### config.mk
export PLATFORM = sky130hd
export DESIGN_NAME = rle_count_string_decoder_flat
export DESIGN_NICKNAME = d
export VERILOG_FILES = /design/src/rtl/rcsd_pkg.sv /design/src/rtl/rcsd_if.sv /design/src/rtl/rle_count_string_decoder.sv /design/src/rtl/rcsd_front.sv /design/src/rtl/rcsd_queue.sv /design/src/rtl/rcsd_back.sv /design/src/flat_wrapper.sv
export VERILOG_INCLUDE_DIRS = /design/src /design/src/rtl
export SDC_FILE = /design/constraint.sdc
export NUM_CORES = 1
export LEC_CHECK = 0
export BUFFER_PORTS_ARGS = -buffer_cell sky130_fd_sc_hd__buf_2
export CAP_MARGIN = 20
export CORE_MARGIN = 4
export CORE_UTILIZATION = 30
export CTS_BUF_LIST = sky130_fd_sc_hd__clkbuf_4 sky130_fd_sc_hd__clkbuf_8
export CTS_CLUSTER_DIAMETER = 60
export DETAILED_ROUTE_END_ITERATION = 8
export MAX_ROUTING_LAYER = met4
export PLACE_DENSITY = 0.52
export SYNTH_ARGS = -nofsm -noshare
export SYNTH_HDL_FRONTEND = slang
export SYNTH_SLANG_ARGS = --single-unit
### constraint.sdc
create_clock -name clock -period 10.3 [get_ports clock]
set_input_delay 1.545 -clock clock [delete_from_list [all_inputs] [get_ports clock]]
set_output_delay 1.545 -clock clock [all_outputs]
set_load 0.005 [all_outputs]
### src/rtl/rle_count_string_decoder_macros.svh
// assertion macros used by the top-level decoder, the only file that asserts
`ifndef RLE_COUNT_STRING_DECODER_MACROS_SVH
`define RLE_COUNT_STRING_DECODER_MACROS_SVH

// same-cycle implication, checked on every rising clock edge out of reset
`define RCSD_ASSERT_IMP(label, ante, cons, msg) \
   label: assert property (@(posedge clock) disable iff (reset) (ante) |-> (cons)) \
      else $error(msg);

// next-cycle implication
`define RCSD_ASSERT_NXT(label, ante, cons, msg) \
   label: assert property (@(posedge clock) disable iff (reset) (ante) |=> (cons)) \
      else $error(msg);

`endif

### src/rtl/rcsd_pkg.sv
package rcsd_pkg;

   localparam int unsigned CHAR_WIDTH          = 8;
   localparam int unsigned RUN_WIDTH           = 63;
   localparam int unsigned ACC_WIDTH           = 64;
   localparam int unsigned SHIFT_WIDTH         = $clog2(ACC_WIDTH);
   localparam int unsigned COUNT_WIDTH         = 4;
   localparam int unsigned DIGIT_BITS          = 5;
   localparam int unsigned RUNS_WIDTH          = 2;
   localparam int unsigned MAX_DIGITS_DEFAULT  = 13;
   localparam int unsigned QUEUE_DEPTH_DEFAULT = 2;

   localparam logic [CHAR_WIDTH-1:0] CHAR_OFFSET = 8'd48;
   localparam logic [RUNS_WIDTH-1:0] RUNS_SAT    = 2'd3;

   // one classified character on its way to the back end
   typedef struct packed {
      logic [DIGIT_BITS-1:0] data;
      logic                  more;
      logic                  last_char;
   } entry_type;

   typedef struct packed {
      logic empty;
      logic full;
   } qstat_type;

   // sign fill above the digits once digit number digits+1 is the final one
   function automatic logic [ACC_WIDTH-1:0] sign_mask(input logic [COUNT_WIDTH-1:0] digits);
      int unsigned shift;
      shift = DIGIT_BITS * (int'(digits) + 1);
      if (shift < ACC_WIDTH) begin
         return {ACC_WIDTH{1'b1}} << shift;
      end else begin
         return '0;
      end
   endfunction

endpackage

### src/rtl/rcsd_if.sv
interface rcsd_req_if import rcsd_pkg::*; ();
   logic                  valid;
   logic                  ready;
   logic [CHAR_WIDTH-1:0] char_code;
   logic                  end_of_string;

   modport source (output valid, output char_code, output end_of_string, input ready);
   modport sink   (input valid, input char_code, input end_of_string, output ready);
endinterface

interface rcsd_rsp_if import rcsd_pkg::*; ();
   logic                 valid;
   logic                 ready;
   logic [RUN_WIDTH-1:0] run_length;
   logic                 error;
   logic                 last;

   modport source (output valid, output run_length, output error, output last, input ready);
   modport sink   (input valid, input run_length, input error, input last, output ready);
endinterface

### src/rtl/rle_count_string_decoder.sv
// path: each accepted item is stored in the queue, then the back end registers the result
// throughput: one item per cycle unless a stalled result holds the back end; the
//   decode step there is digit merge plus the 64-bit add of the run two places back
// reset: synchronous, active high; clears the queue pointers, the decode state
//   and the output valid flag at once, no clearing pass
`include "rle_count_string_decoder_macros.svh"

module rle_count_string_decoder import rcsd_pkg::*; #(
   parameter int unsigned MAX_DIGITS  = MAX_DIGITS_DEFAULT,
   parameter int unsigned QUEUE_DEPTH = QUEUE_DEPTH_DEFAULT
) (
   input  logic       clock,
   input  logic       reset,
   rcsd_req_if.sink   req_chan,
   rcsd_rsp_if.source rsp_chan
);

   // front to queue
   logic      push;
   entry_type push_data;
   // queue to back
   logic      pop;
   entry_type pop_data;
   qstat_type q_status;

   // front end: takes each item, splits the offset byte into digit bits and
   // continue flag, and passes on the end-of-string flag
   rcsd_front u_front (
      .req_chan  (req_chan),
      .q_status  (q_status),
      .push      (push),
      .push_data (push_data)
   );

   // short queue so a stalled result side does not stall the input at once
   rcsd_queue #(
      .DEPTH (QUEUE_DEPTH)
   ) u_queue (
      .clock     (clock),
      .reset     (reset),
      .push      (push),
      .push_data (push_data),
      .pop       (pop),
      .pop_data  (pop_data),
      .status    (q_status)
   );

   // back end: accumulates digits, sign extension, delta against the run
   // two back, error and drop handling, registered result
   rcsd_back #(
      .MAX_DIGITS (MAX_DIGITS)
   ) u_back (
      .clock    (clock),
      .reset    (reset),
      .q_status (q_status),
      .entry    (pop_data),
      .pop      (pop),
      .rsp_chan (rsp_chan)
   );

   // an accepted item is in the queue on the next cycle
   `RCSD_ASSERT_NXT(a_item_queued, push, !q_status.empty, "accepted item missing from queue")

   // a result held back by the sink must stop the decode step
   `RCSD_ASSERT_IMP(a_stall_holds_back, rsp_chan.valid && !rsp_chan.ready, !pop,
      "decode step taken while result stalled")

   // error results carry a zero run length
   `RCSD_ASSERT_IMP(a_error_zero_run, rsp_chan.valid && rsp_chan.error,
      rsp_chan.run_length == '0, "error result with nonzero run length")

endmodule

### src/rtl/rcsd_front.sv
module rcsd_front import rcsd_pkg::*; (
   rcsd_req_if.sink  req_chan,
   input  qstat_type q_status,
   output logic      push,
   output entry_type push_data
);

   logic [CHAR_WIDTH-1:0] offset_code;

   // take items whenever the queue has room
   assign req_chan.ready = !q_status.full;
   assign push           = req_chan.valid && req_chan.ready;

   // character minus offset, wraps mod 256
   assign offset_code = req_chan.char_code - CHAR_OFFSET;

   always_comb begin
      push_data.data      = offset_code[DIGIT_BITS-1:0];
      push_data.more      = offset_code[DIGIT_BITS];
      push_data.last_char = req_chan.end_of_string;
   end

endmodule

### src/rtl/rcsd_queue.sv
module rcsd_queue import rcsd_pkg::*; #(
   parameter int unsigned DEPTH = QUEUE_DEPTH_DEFAULT
) (
   input  logic      clock,
   input  logic      reset,
   input  logic      push,
   input  entry_type push_data,
   input  logic      pop,
   output entry_type pop_data,
   output qstat_type status
);

   localparam int unsigned PTR_WIDTH = (DEPTH > 1) ? $clog2(DEPTH) : 1;
   localparam int unsigned CNT_WIDTH = $clog2(DEPTH + 1);
   localparam logic [PTR_WIDTH-1:0] LAST_PTR = PTR_WIDTH'(DEPTH - 1);
   localparam logic [CNT_WIDTH-1:0] FULL_CNT = CNT_WIDTH'(DEPTH);

   entry_type              slot_ff [DEPTH];
   logic [PTR_WIDTH-1:0]   wr_ptr_ff, wr_ptr_in;
   logic [PTR_WIDTH-1:0]   rd_ptr_ff, rd_ptr_in;
   logic [CNT_WIDTH-1:0]   count_ff, count_in;
   logic                   do_push, do_pop;

   assign status.empty = (count_ff == '0);
   assign status.full  = (count_ff == FULL_CNT);
   assign do_push      = push && !status.full;
   assign do_pop       = pop && !status.empty;
   assign pop_data     = slot_ff[rd_ptr_ff];

   always_comb begin
      wr_ptr_in = wr_ptr_ff;
      rd_ptr_in = rd_ptr_ff;
      count_in  = count_ff;
      if (do_push) begin
         wr_ptr_in = (wr_ptr_ff == LAST_PTR) ? '0 : wr_ptr_ff + 1'b1;
      end
      if (do_pop) begin
         rd_ptr_in = (rd_ptr_ff == LAST_PTR) ? '0 : rd_ptr_ff + 1'b1;
      end
      if (do_push && !do_pop) begin
         count_in = count_ff + 1'b1;
      end else if (do_pop && !do_push) begin
         count_in = count_ff - 1'b1;
      end
   end

   always_ff @(posedge clock) begin
      if (reset) begin
         wr_ptr_ff <= '0;
         rd_ptr_ff <= '0;
         count_ff  <= '0;
      end else begin
         wr_ptr_ff <= wr_ptr_in;
         rd_ptr_ff <= rd_ptr_in;
         count_ff  <= count_in;
      end
   end

   // storage, no reset
   always_ff @(posedge clock) begin
      if (do_push) begin
         slot_ff[wr_ptr_ff] <= push_data;
      end
   end

endmodule

### src/rtl/rcsd_back.sv
module rcsd_back import rcsd_pkg::*; #(
   parameter int unsigned MAX_DIGITS = MAX_DIGITS_DEFAULT
) (
   input  logic       clock,
   input  logic       reset,
   input  qstat_type  q_status,
   input  entry_type  entry,
   output logic       pop,
   rcsd_rsp_if.source rsp_chan
);

   localparam logic [COUNT_WIDTH-1:0] MAX_COUNT = COUNT_WIDTH'(MAX_DIGITS);

   logic [ACC_WIDTH-1:0]   acc_ff, acc_in;
   logic [COUNT_WIDTH-1:0] cnt_ff, cnt_in;
   logic [ACC_WIDTH-1:0]   prev_ff, prev_in;
   logic [ACC_WIDTH-1:0]   prev2_ff, prev2_in;
   logic [RUNS_WIDTH-1:0]  runs_ff, runs_in;
   logic                   drop_ff, drop_in;
   logic                   valid_ff, valid_in;
   logic [RUN_WIDTH-1:0]   run_ff, run_in;
   logic                   err_ff, err_in;
   logic                   last_ff, last_in;

   logic [SHIFT_WIDTH-1:0] digit_shift;
   logic [ACC_WIDTH-1:0]   acc_merge;
   logic [ACC_WIDTH-1:0]   value;

   assign rsp_chan.valid      = valid_ff;
   assign rsp_chan.run_length = run_ff;
   assign rsp_chan.error      = err_ff;
   assign rsp_chan.last       = last_ff;

   // step when the output register is free or being emptied
   assign pop = !q_status.empty && (!valid_ff || rsp_chan.ready);

   assign digit_shift = SHIFT_WIDTH'(DIGIT_BITS * int'(cnt_ff));

   always_comb begin
      acc_merge = acc_ff | (ACC_WIDTH'(entry.data) << digit_shift);
      if (!entry.more && entry.data[DIGIT_BITS-1]) begin
         acc_merge = acc_merge | sign_mask(cnt_ff);
      end
      value = acc_merge + ((runs_ff == RUNS_SAT) ? prev2_ff : '0);
   end

   always_comb begin
      acc_in   = acc_ff;
      cnt_in   = cnt_ff;
      prev_in  = prev_ff;
      prev2_in = prev2_ff;
      runs_in  = runs_ff;
      drop_in  = drop_ff;
      valid_in = valid_ff && !rsp_chan.ready;
      run_in   = run_ff;
      err_in   = err_ff;
      last_in  = last_ff;
      if (pop) begin
         if (!drop_ff && cnt_ff >= MAX_COUNT) begin
            // too many digits
            valid_in = 1'b1;
            run_in   = '0;
            err_in   = 1'b1;
            last_in  = entry.last_char;
            acc_in   = '0;
            cnt_in   = '0;
            drop_in  = 1'b1;
         end else if (!drop_ff && entry.more && !entry.last_char) begin
            acc_in = acc_merge;
            cnt_in = cnt_ff + 1'b1;
         end else if (!drop_ff) begin
            valid_in = 1'b1;
            last_in  = entry.last_char;
            acc_in   = '0;
            cnt_in   = '0;
            if (value[ACC_WIDTH-1]) begin
               // negative run
               run_in  = '0;
               err_in  = 1'b1;
               drop_in = 1'b1;
            end else begin
               run_in   = value[RUN_WIDTH-1:0];
               err_in   = 1'b0;
               prev2_in = prev_ff;
               prev_in  = value;
               if (runs_ff != RUNS_SAT) begin
                  runs_in = runs_ff + 1'b1;
               end
            end
         end
         // end of string returns everything to the start state
         if (entry.last_char) begin
            acc_in   = '0;
            cnt_in   = '0;
            prev_in  = '0;
            prev2_in = '0;
            runs_in  = '0;
            drop_in  = 1'b0;
         end
      end
   end

   always_ff @(posedge clock) begin
      if (reset) begin
         acc_ff   <= '0;
         cnt_ff   <= '0;
         prev_ff  <= '0;
         prev2_ff <= '0;
         runs_ff  <= '0;
         drop_ff  <= 1'b0;
         valid_ff <= 1'b0;
      end else begin
         acc_ff   <= acc_in;
         cnt_ff   <= cnt_in;
         prev_ff  <= prev_in;
         prev2_ff <= prev2_in;
         runs_ff  <= runs_in;
         drop_ff  <= drop_in;
         valid_ff <= valid_in;
      end
   end

   always_ff @(posedge clock) begin
      run_ff  <= run_in;
      err_ff  <= err_in;
      last_ff <= last_in;
   end

endmodule

### src/flat_wrapper.sv
// flat-port wrapper written by rule: the top's interface ports become plain ports
module rle_count_string_decoder_flat import rcsd_pkg::*;
#(
   parameter int unsigned MAX_DIGITS  = MAX_DIGITS_DEFAULT,
   parameter int unsigned QUEUE_DEPTH = QUEUE_DEPTH_DEFAULT
)
  (clock, reset, req_chan_valid, req_chan_char_code, req_chan_end_of_string, req_chan_ready, rsp_chan_valid, rsp_chan_run_length, rsp_chan_error, rsp_chan_last, rsp_chan_ready);
  rcsd_req_if req_chan_i ();
  rcsd_rsp_if rsp_chan_i ();
  input  logic clock;
  input  logic reset;
  input wire logic [$bits(req_chan_i.valid)-1:0] req_chan_valid;
  input wire logic [$bits(req_chan_i.char_code)-1:0] req_chan_char_code;
  input wire logic [$bits(req_chan_i.end_of_string)-1:0] req_chan_end_of_string;
  output wire logic [$bits(req_chan_i.ready)-1:0] req_chan_ready;
  output wire logic [$bits(rsp_chan_i.valid)-1:0] rsp_chan_valid;
  output wire logic [$bits(rsp_chan_i.run_length)-1:0] rsp_chan_run_length;
  output wire logic [$bits(rsp_chan_i.error)-1:0] rsp_chan_error;
  output wire logic [$bits(rsp_chan_i.last)-1:0] rsp_chan_last;
  input wire logic [$bits(rsp_chan_i.ready)-1:0] rsp_chan_ready;
  assign req_chan_i.valid = req_chan_valid;
  assign req_chan_i.char_code = req_chan_char_code;
  assign req_chan_i.end_of_string = req_chan_end_of_string;
  assign req_chan_ready = req_chan_i.ready;
  assign rsp_chan_valid = rsp_chan_i.valid;
  assign rsp_chan_run_length = rsp_chan_i.run_length;
  assign rsp_chan_error = rsp_chan_i.error;
  assign rsp_chan_last = rsp_chan_i.last;
  assign rsp_chan_i.ready = rsp_chan_ready;
  rle_count_string_decoder #(.MAX_DIGITS(MAX_DIGITS), .QUEUE_DEPTH(QUEUE_DEPTH)) u_core (.clock(clock), .reset(reset), .req_chan(req_chan_i), .rsp_chan(rsp_chan_i));
endmodule
### Word-level counts from Yosys, hierarchy flattened

Memory sizes are Yosys's and may differ from the RTL's. A register that Yosys moved wholly into a read port is not among the register bits.
Cells that the tools add are included.

| word-level totals | value |
|---|---|
| register bits after elaboration | 269 |
| bits in writable memories | 14 |
| output and inout port bits | 67 |
| memories | 1 |

Memory list:

| name | depth | width | rd ports | clocked after Yosys merged registers in | write ports | RTL line | text |
|---|---|---|---|---|---|---|---|
| u_core.u_queue.slot_ff | 2 | 7 | 1 | 1 | 1 | rcsd_queue.sv:18 | `entry_type slot_ff [DEPTH];` |

| cells by class | value |
|---|---|
| add/sub/neg operators | 9 |
| multiply operators | 2 |
| $lt $le $gt $ge | 2 |
| eq/ne operators | 11 |
| shifts and indexed selects | 2 |
| mux-type cells | 53 |
| bitwise operators | 2 |
| reductions and logical operators | 29 |

Operators by type and width:

| kind | number |
|---|---|
| $mux W64 | 18 |
| $mux W63 | 3 |
| $or A64 B64 Y64 | 2 |
| $add A64 B64 Y64 | 1 |
| $shl A5 B6 Y64 | 1 |
| $shl A64 B8 Y64 const A | 1 |
| $mux W1 | 20 |
| $mux W2 | 8 |
| $mux W4 | 4 |
| $ne A2 B2 Y1 const B | 6 |
| $logic_and A1 B1 Y1 | 11 |
| $logic_not A1 Y1 | 9 |
| $lt A8 B7 Y1 const B | 1 |
| $mul A3 B5 Y8 const A | 1 |
| $mul A3 B4 Y6 const A | 1 |
| $reduce_and A6 Y1 | 1 |
| $sub A6 B6 Y6 const B | 1 |
| $add A4 B1 Y5 const B | 1 |
| $reduce_and A5 Y1 | 1 |
| $add A2 B1 Y2 const B | 2 |
| $add A4 B1 Y4 const B | 1 |
| $eq A2 B2 Y1 const B | 2 |
| $ge A4 B4 Y1 const B | 1 |
| $ne A4 B2 Y1 const B | 1 |
| other kinds (9) | 12 |

### Logic depth before layout (Yosys ltp)

| logic depth | value |
|---|---|
| depth after elaboration | 13 |
| mapped depth | 30 |
| mapped depth without buffers | 26 |

### Modules after synthesis

From an unflattened synthesis, not the netlist that was laid out.

| unflattened totals | value |
|---|---|
| cell total of the unflattened synthesis | 2127 |
| area total of the unflattened synthesis | 17091.4 um^2 |

By module, submodules not included:

| module | times used | cells each | area each (um^2) |
|---|---|---|---|
| rcsd_back | 1 | 2071 | 16309.4 |
| rcsd_queue | 1 | 47 | 721.9 |
| rcsd_front | 1 | 9 | 60.1 |

### Worst setup path after synthesis

Ideal clock, no wire load.

| path | value |
|---|---|
| path kind | register to register |
| from | reg u_core.u_back.cnt_ff[1] |
| to | reg u_core.u_back.run_ff[11], in the netlist u_core.u_back.rsp_chan.run_length[11], data pin |
| library setup time | 0.266 ns |
| arrival time | 5.883 ns |
| required time | 10.034 ns |
| setup slack | 4.151 ns |
| cell stages (with the launch flop) | 28 |
| buffers on the path | 5 |
| clock period less this slack | 6.149 ns |
| path through | dfxtp_1 > clkbuf_1 > inv_1 > ha_1 > ha_1 > ha_1 > inv_1 > fa_1 > nor2b_1 > o21ai_1 > and2_0 > clkbuf_1 > nor2_1 > a21oi_1 > a211o_1 > ha_1 > clkbuf_1 > a21oi_1 > o21ai_1 > a221o_1 > o21bai_1 > a221o_1 > or3_1 > and3_4 > inv_1 > clkbuf_1 > clkbuf_1 > nor2_1 |

| on the way | value |
|---|---|
| cells in the longest elaborated chain, start to end | 11 |

Ends and longest elaborated chain:

| what | RTL line | text |
|---|---|---|
| from (decl) | rcsd_back.sv:15 | `logic [COUNT_WIDTH-1:0] cnt_ff, cnt_in;` |
| from (signal assigned) | rcsd_back.sv:114 | `cnt_ff <= cnt_in;` |
| $add A4 B1 Y5 | rcsd_pkg.sv:31 | `shift = DIGIT_BITS * (int'(digits) + 1);` |
| $mul A3 B5 Y8 | rcsd_pkg.sv:31 |  |
| $shl A64 B8 Y64 / $lt A8 B7 Y1 (equally long branches) | rcsd_pkg.sv:33, rcsd_pkg.sv:32 |  |
| $mux W64 | rcsd_pkg.sv:32 | `if (shift < ACC_WIDTH) begin` |
| $mux W64 | rcsd_back.sv:41 | `if (!entry.more && entry.data[DIGIT_BITS-1]) begin` |
| $or A64 B64 Y64 | rcsd_back.sv:42 | `acc_merge = acc_merge \| sign_mask(cnt_ff);` |
| $mux W64 | rcsd_back.sv:41 |  |
| $add A64 B64 Y64 | rcsd_back.sv:44 | `value = acc_merge + ((runs_ff == RUNS_SAT) ? prev2_ff : '0);` |
| $mux W63 | rcsd_back.sv:76 | `if (value[ACC_WIDTH-1]) begin` |
| $mux W63 | rcsd_back.sv:71 | `end else if (!drop_ff) begin` |
| $mux W63 | rcsd_back.sv:68 | `end else if (!drop_ff && entry.more && !entry.last_char) begin` |
| to (signal assigned) | rcsd_back.sv:124 | `run_ff <= run_in;` |
| to (decl) | rcsd_back.sv:21 | `logic [RUN_WIDTH-1:0] run_ff, run_in;` |

Parallel ways exist; a longest one is shown, timed or not. The select of a mux whose other input is x is not followed.
A chain may end at the register's enable or synchronous reset.

### Worst setup path in the final report

| path | value |
|---|---|
| from | reg u_core.u_back.cnt_ff[0] |
| to | reg u_core.u_back.prev_ff[16] |

| on the way | value |
|---|---|
| cells in the longest elaborated chain, start to end | 13 |

Ends and longest elaborated chain:

| what | RTL line | text |
|---|---|---|
| $add A4 B1 Y5 | rcsd_pkg.sv:31 |  |
| $mul A3 B5 Y8 | rcsd_pkg.sv:31 |  |
| $shl A64 B8 Y64 / $lt A8 B7 Y1 (equally long branches) | rcsd_pkg.sv:33, rcsd_pkg.sv:32 |  |
| $mux W64 | rcsd_pkg.sv:32 |  |
| $mux W64 | rcsd_back.sv:41 |  |
| $or A64 B64 Y64 | rcsd_back.sv:42 |  |
| $mux W64 | rcsd_back.sv:41 |  |
| $add A64 B64 Y64 | rcsd_back.sv:44 |  |
| $mux W64 | rcsd_back.sv:76 |  |
| $mux W64 | rcsd_back.sv:71 |  |
| $mux W64 | rcsd_back.sv:68 |  |
| $mux W64 | rcsd_back.sv:59 | `if (!drop_ff && cnt_ff >= MAX_COUNT) begin` |
| $mux W64 | rcsd_back.sv:92 | `if (entry.last_char) begin` |
| to (signal assigned) | rcsd_back.sv:115 | `prev_ff <= prev_in;` |
| to (decl) | rcsd_back.sv:16 | `logic [ACC_WIDTH-1:0] prev_ff, prev_in;` |

Parallel ways exist; a longest one is shown, timed or not. The select of a mux whose other input is x is not followed.

==> results.toml <==
[outcome]
status = "finished, final reports clean"

[global_route]
gr-total-overflow = 0
antenna_found_initial = 0
grtUsageMet1 = 0.2407
grt_pass1_vias = 12840
grt_pass1_wl_um = 74810
grt_start_max_net_pins = 71
use_met2 = 0.2765
grt_use_total = 0.1800
gr-usage-met3 = 0.02843
busiest_layer = "met2"

[floorplan]
die_w_um = 234.1
num_rows = 82
chipHeight_um = 234.1
boundaryPins = 80
start_util = 0.3044
coreArea_mm2 = 0.05038
dieArea_mm2 = 0.05480

[pwr]
leakagePower_nw = 7.075
p_comb_frac = 0.365
total_power_mw = 4.340
ir_drop_v = 0.0001487
p_sw_mw = 1.665
pwr-share-clk = 0.295
swShare = 0.3837
p_int_mw = 2.675
p_seq_frac = 0.339
power_density_mw_per_mm2 = 247.0

[placed_design]
post-dp-hpwl_um = 33940
place_ws_ns = 1.659
place_area_mm2 = 0.01631
numPortBuffers = 77
post-place-cells = 2352
routabilityCongestion = 0.9268

[logic_synthesis]
ys_async_sr_fraction = 0
syn_avg_cell_area_um2 = 9.112
synthFlopType = "dfxtp_1"
ys_warn_count = 0
synth_most_common_cell = "nor2_1"
synth_mux_area_frac = 0.01110
synthAdderAreaFrac = 0.06674
synthCells = 1683
synth_area_leaders = "dfxtp_1 (26%), edfxtp_1 (15%), ha_1 (6.3%)"
synth_compound_area_frac = 0.2590
synth_simple_gate_area_frac = 0.1651
synth.cell_area_mm2 = 0.01534
ys_top_cells_by_count = "nor2_1 (227), dfxtp_1 (203), a21oi_1 (116), a22o_1 (108)"
synth_edf_count = 79
synth_cell_type_count = 73
synth_xor_area_frac = 0.04047
synth_top_area_share = 0.2650
yosysSeqAreaShare = 0.4197
yosys.area.top_type = "dfxtp_1"
yosys_register_bits = 282
synth_top_family_by_area = "compound AO/OA/AOI/OAI gates"
synth_nets = 1776

[flow_run]
drv_cap = 0

[drt]
vias_per_cell = 5.320
wire_per_inst_um = 19.76
num_vias = 13030
drcViolationCount = 0
drtIter0Drc = 1003
drtPass1Iterations = 5
totalWireLength_um = 48420
postRouteAntennaNets = 0

[critical_path]
timing.rr.start = "u_core.u_back.cnt_ff[0]"
r2r_slack_ns = 1.53
startpoint_type = "register"
r2r_cells = 23
path_class = "register to register"
reg2reg_to = "u_core.u_back.prev_ff[16]"
crit_path_end_kind = "register"
cp.required_ns = 10.88
critPathArrivalTime_ns = 9.35
path_max_fanout = 30

[clocking]
clk_latency_ns = 0.64
clock-sinks = 282
cts_max_level = 2
cts_buffer_depth = 3
post_cts_buffers = 0
clk_pin_slew_ns = 0.06
cts_buffers = 52
root_buffer = "clkbuf_8"
cts_tree = "yes"
holdBufCountCts = 0
post_cts_resized = 0

[timing]
hold_viol_final = 0
fmax_mhz = 114.0
finalSetupViolations = 0
finalCritPeriodShare = 0.8519
relSlewSlack = 0.3283
rsz0062_at_grt = "false"
fin_hold_ws_ns = 0.4659
finalSetupTns_ns = 0
final_max_slew_viol_count = 0
finalClockSkew_ns = 0.02470
min_period_ns = 8.775
tightest_slew_ns = 1.004
setup_slack_ns = 1.525

[cells_and_area]
area_growth_pct = 14.59
final_cells = 2450
drive_gt1_frac = 0.1220
fill_cells = 5167
finish.utilization = 0.3488
num-nets-final = 1827
final_area_mm2 = 0.01757
n_antenna_cell = 0

[hold_path]
holdPathEnd = "u_core.u_back.prev2_ff[53]"
min_from = "u_core.u_back.prev_ff[53]"
hp-class = "register to register"
holdPathStages = 1
registers in the layout (all words and copies together), names as in the netlist, 2 cells and up, named ones only:
| name | count |
|---|---|
| u_core.u_back.cnt_ff | 4 |
| u_core.u_back.runs_ff | 2 |
| u_core.u_queue.slot_ff | 14 |
| u_core.u_back.rsp_chan.run_length | 63 |
| u_core.u_back.prev2_ff | 63 |
| u_core.u_back.acc_ff | 64 |
| u_core.u_queue.count_ff | 2 |
| u_core.u_back.prev_ff | 63 |
cell type report:
type,count,area (um^2),share of cell area
clock buffer,80,1007,0.05732
multi-input combinational,1269,8344,0.4748
inverter,32,120.1,0.006835
clock inverter,18,251.5,0.01431
tap,672,840.8,0.04785
sequential,282,6436,0.3663
timing repair buffer,97,573.1,0.03261
cells by family (layout without fill, tap and decap cells):
kind of cell    after synthesis  in the layout
compound gates              568            568
simple gates                536            536
flops                       282            282
buf+inv                     132            227
fa+ha+maj                    80             80
xor+xnor                     70             70
mux                          15             15
layer usage:
metal  wire length (um)  vias up
met5                  0        -
li1                   -     6316
met3               2541       93
met1              22670     6264
met4               1587        0
met2              21620      360
cell usage in the layout, fill, tap and decap left out, types with 71 or more instances in the layout:
master    instances
nor2_1          227
dfxtp_1         203
a21oi_1         116
a22o_1          108
o21ai_0          96
and2_1           96
nand2_1          92
edfxtp_1         79
ha_1             77
buf_2            77
a22oi_1          71
how the worst max path moves through the flow:
stage,end,start,slack [ns]
after global placement,u_core.u_back.prev_ff[47],u_core.u_back.cnt_ff[0],1.45
after detailed placement,u_core.u_back.prev2_ff[10],u_core.u_back.cnt_ff[0],1.66
final,u_core.u_back.prev_ff[16],u_core.u_back.cnt_ff[0],1.53
after CTS,u_core.u_back.prev_ff[16],u_core.u_back.cnt_ff[0],1.63
after floorplan,u_core.u_back.rsp_chan.run_length[11],u_core.u_back.cnt_ff[1],4.15
after global routing,u_core.u_back.prev2_ff[15],u_core.u_back.cnt_ff[0],1.01
critical path, stage by stage (launching register included):
cell and delay [ns]:
dfxtp_1 0.71, clkinv_1 0.48, ha_1 0.72, ha_1 0.32, ha_1 0.21, inv_1 0.07, fa_1 0.26, nor2b_1 0.08
o21ai_1 0.41, nand2_1 0.46, nor4_1 0.70, a221o_1 0.31, ha_1 0.31, a2111oi_2 0.41, o21ai_0 0.29, a21o_1 0.27
a211oi_1 0.50, nor3_1 0.26, or3_1 0.40, and3_4 0.29, a31oi_4 0.26, and2b_4 0.39, buf_4 0.39, a22o_1 0.21
power groups by stage:
stage / Clock (mW) / Sequential (mW) / Combinational (mW)
after global placement: 0 / 1.49 / 1.58
after floorplan: 0 / 1.50 / 1.06
after global routing: 1.37 / 1.49 / 1.77
final: 1.28 / 1.47 / 1.59
after detailed placement: 0 / 1.50 / 1.60
after CTS: 1.32 / 1.48 / 1.60
(Power assumes the default switching activity.)
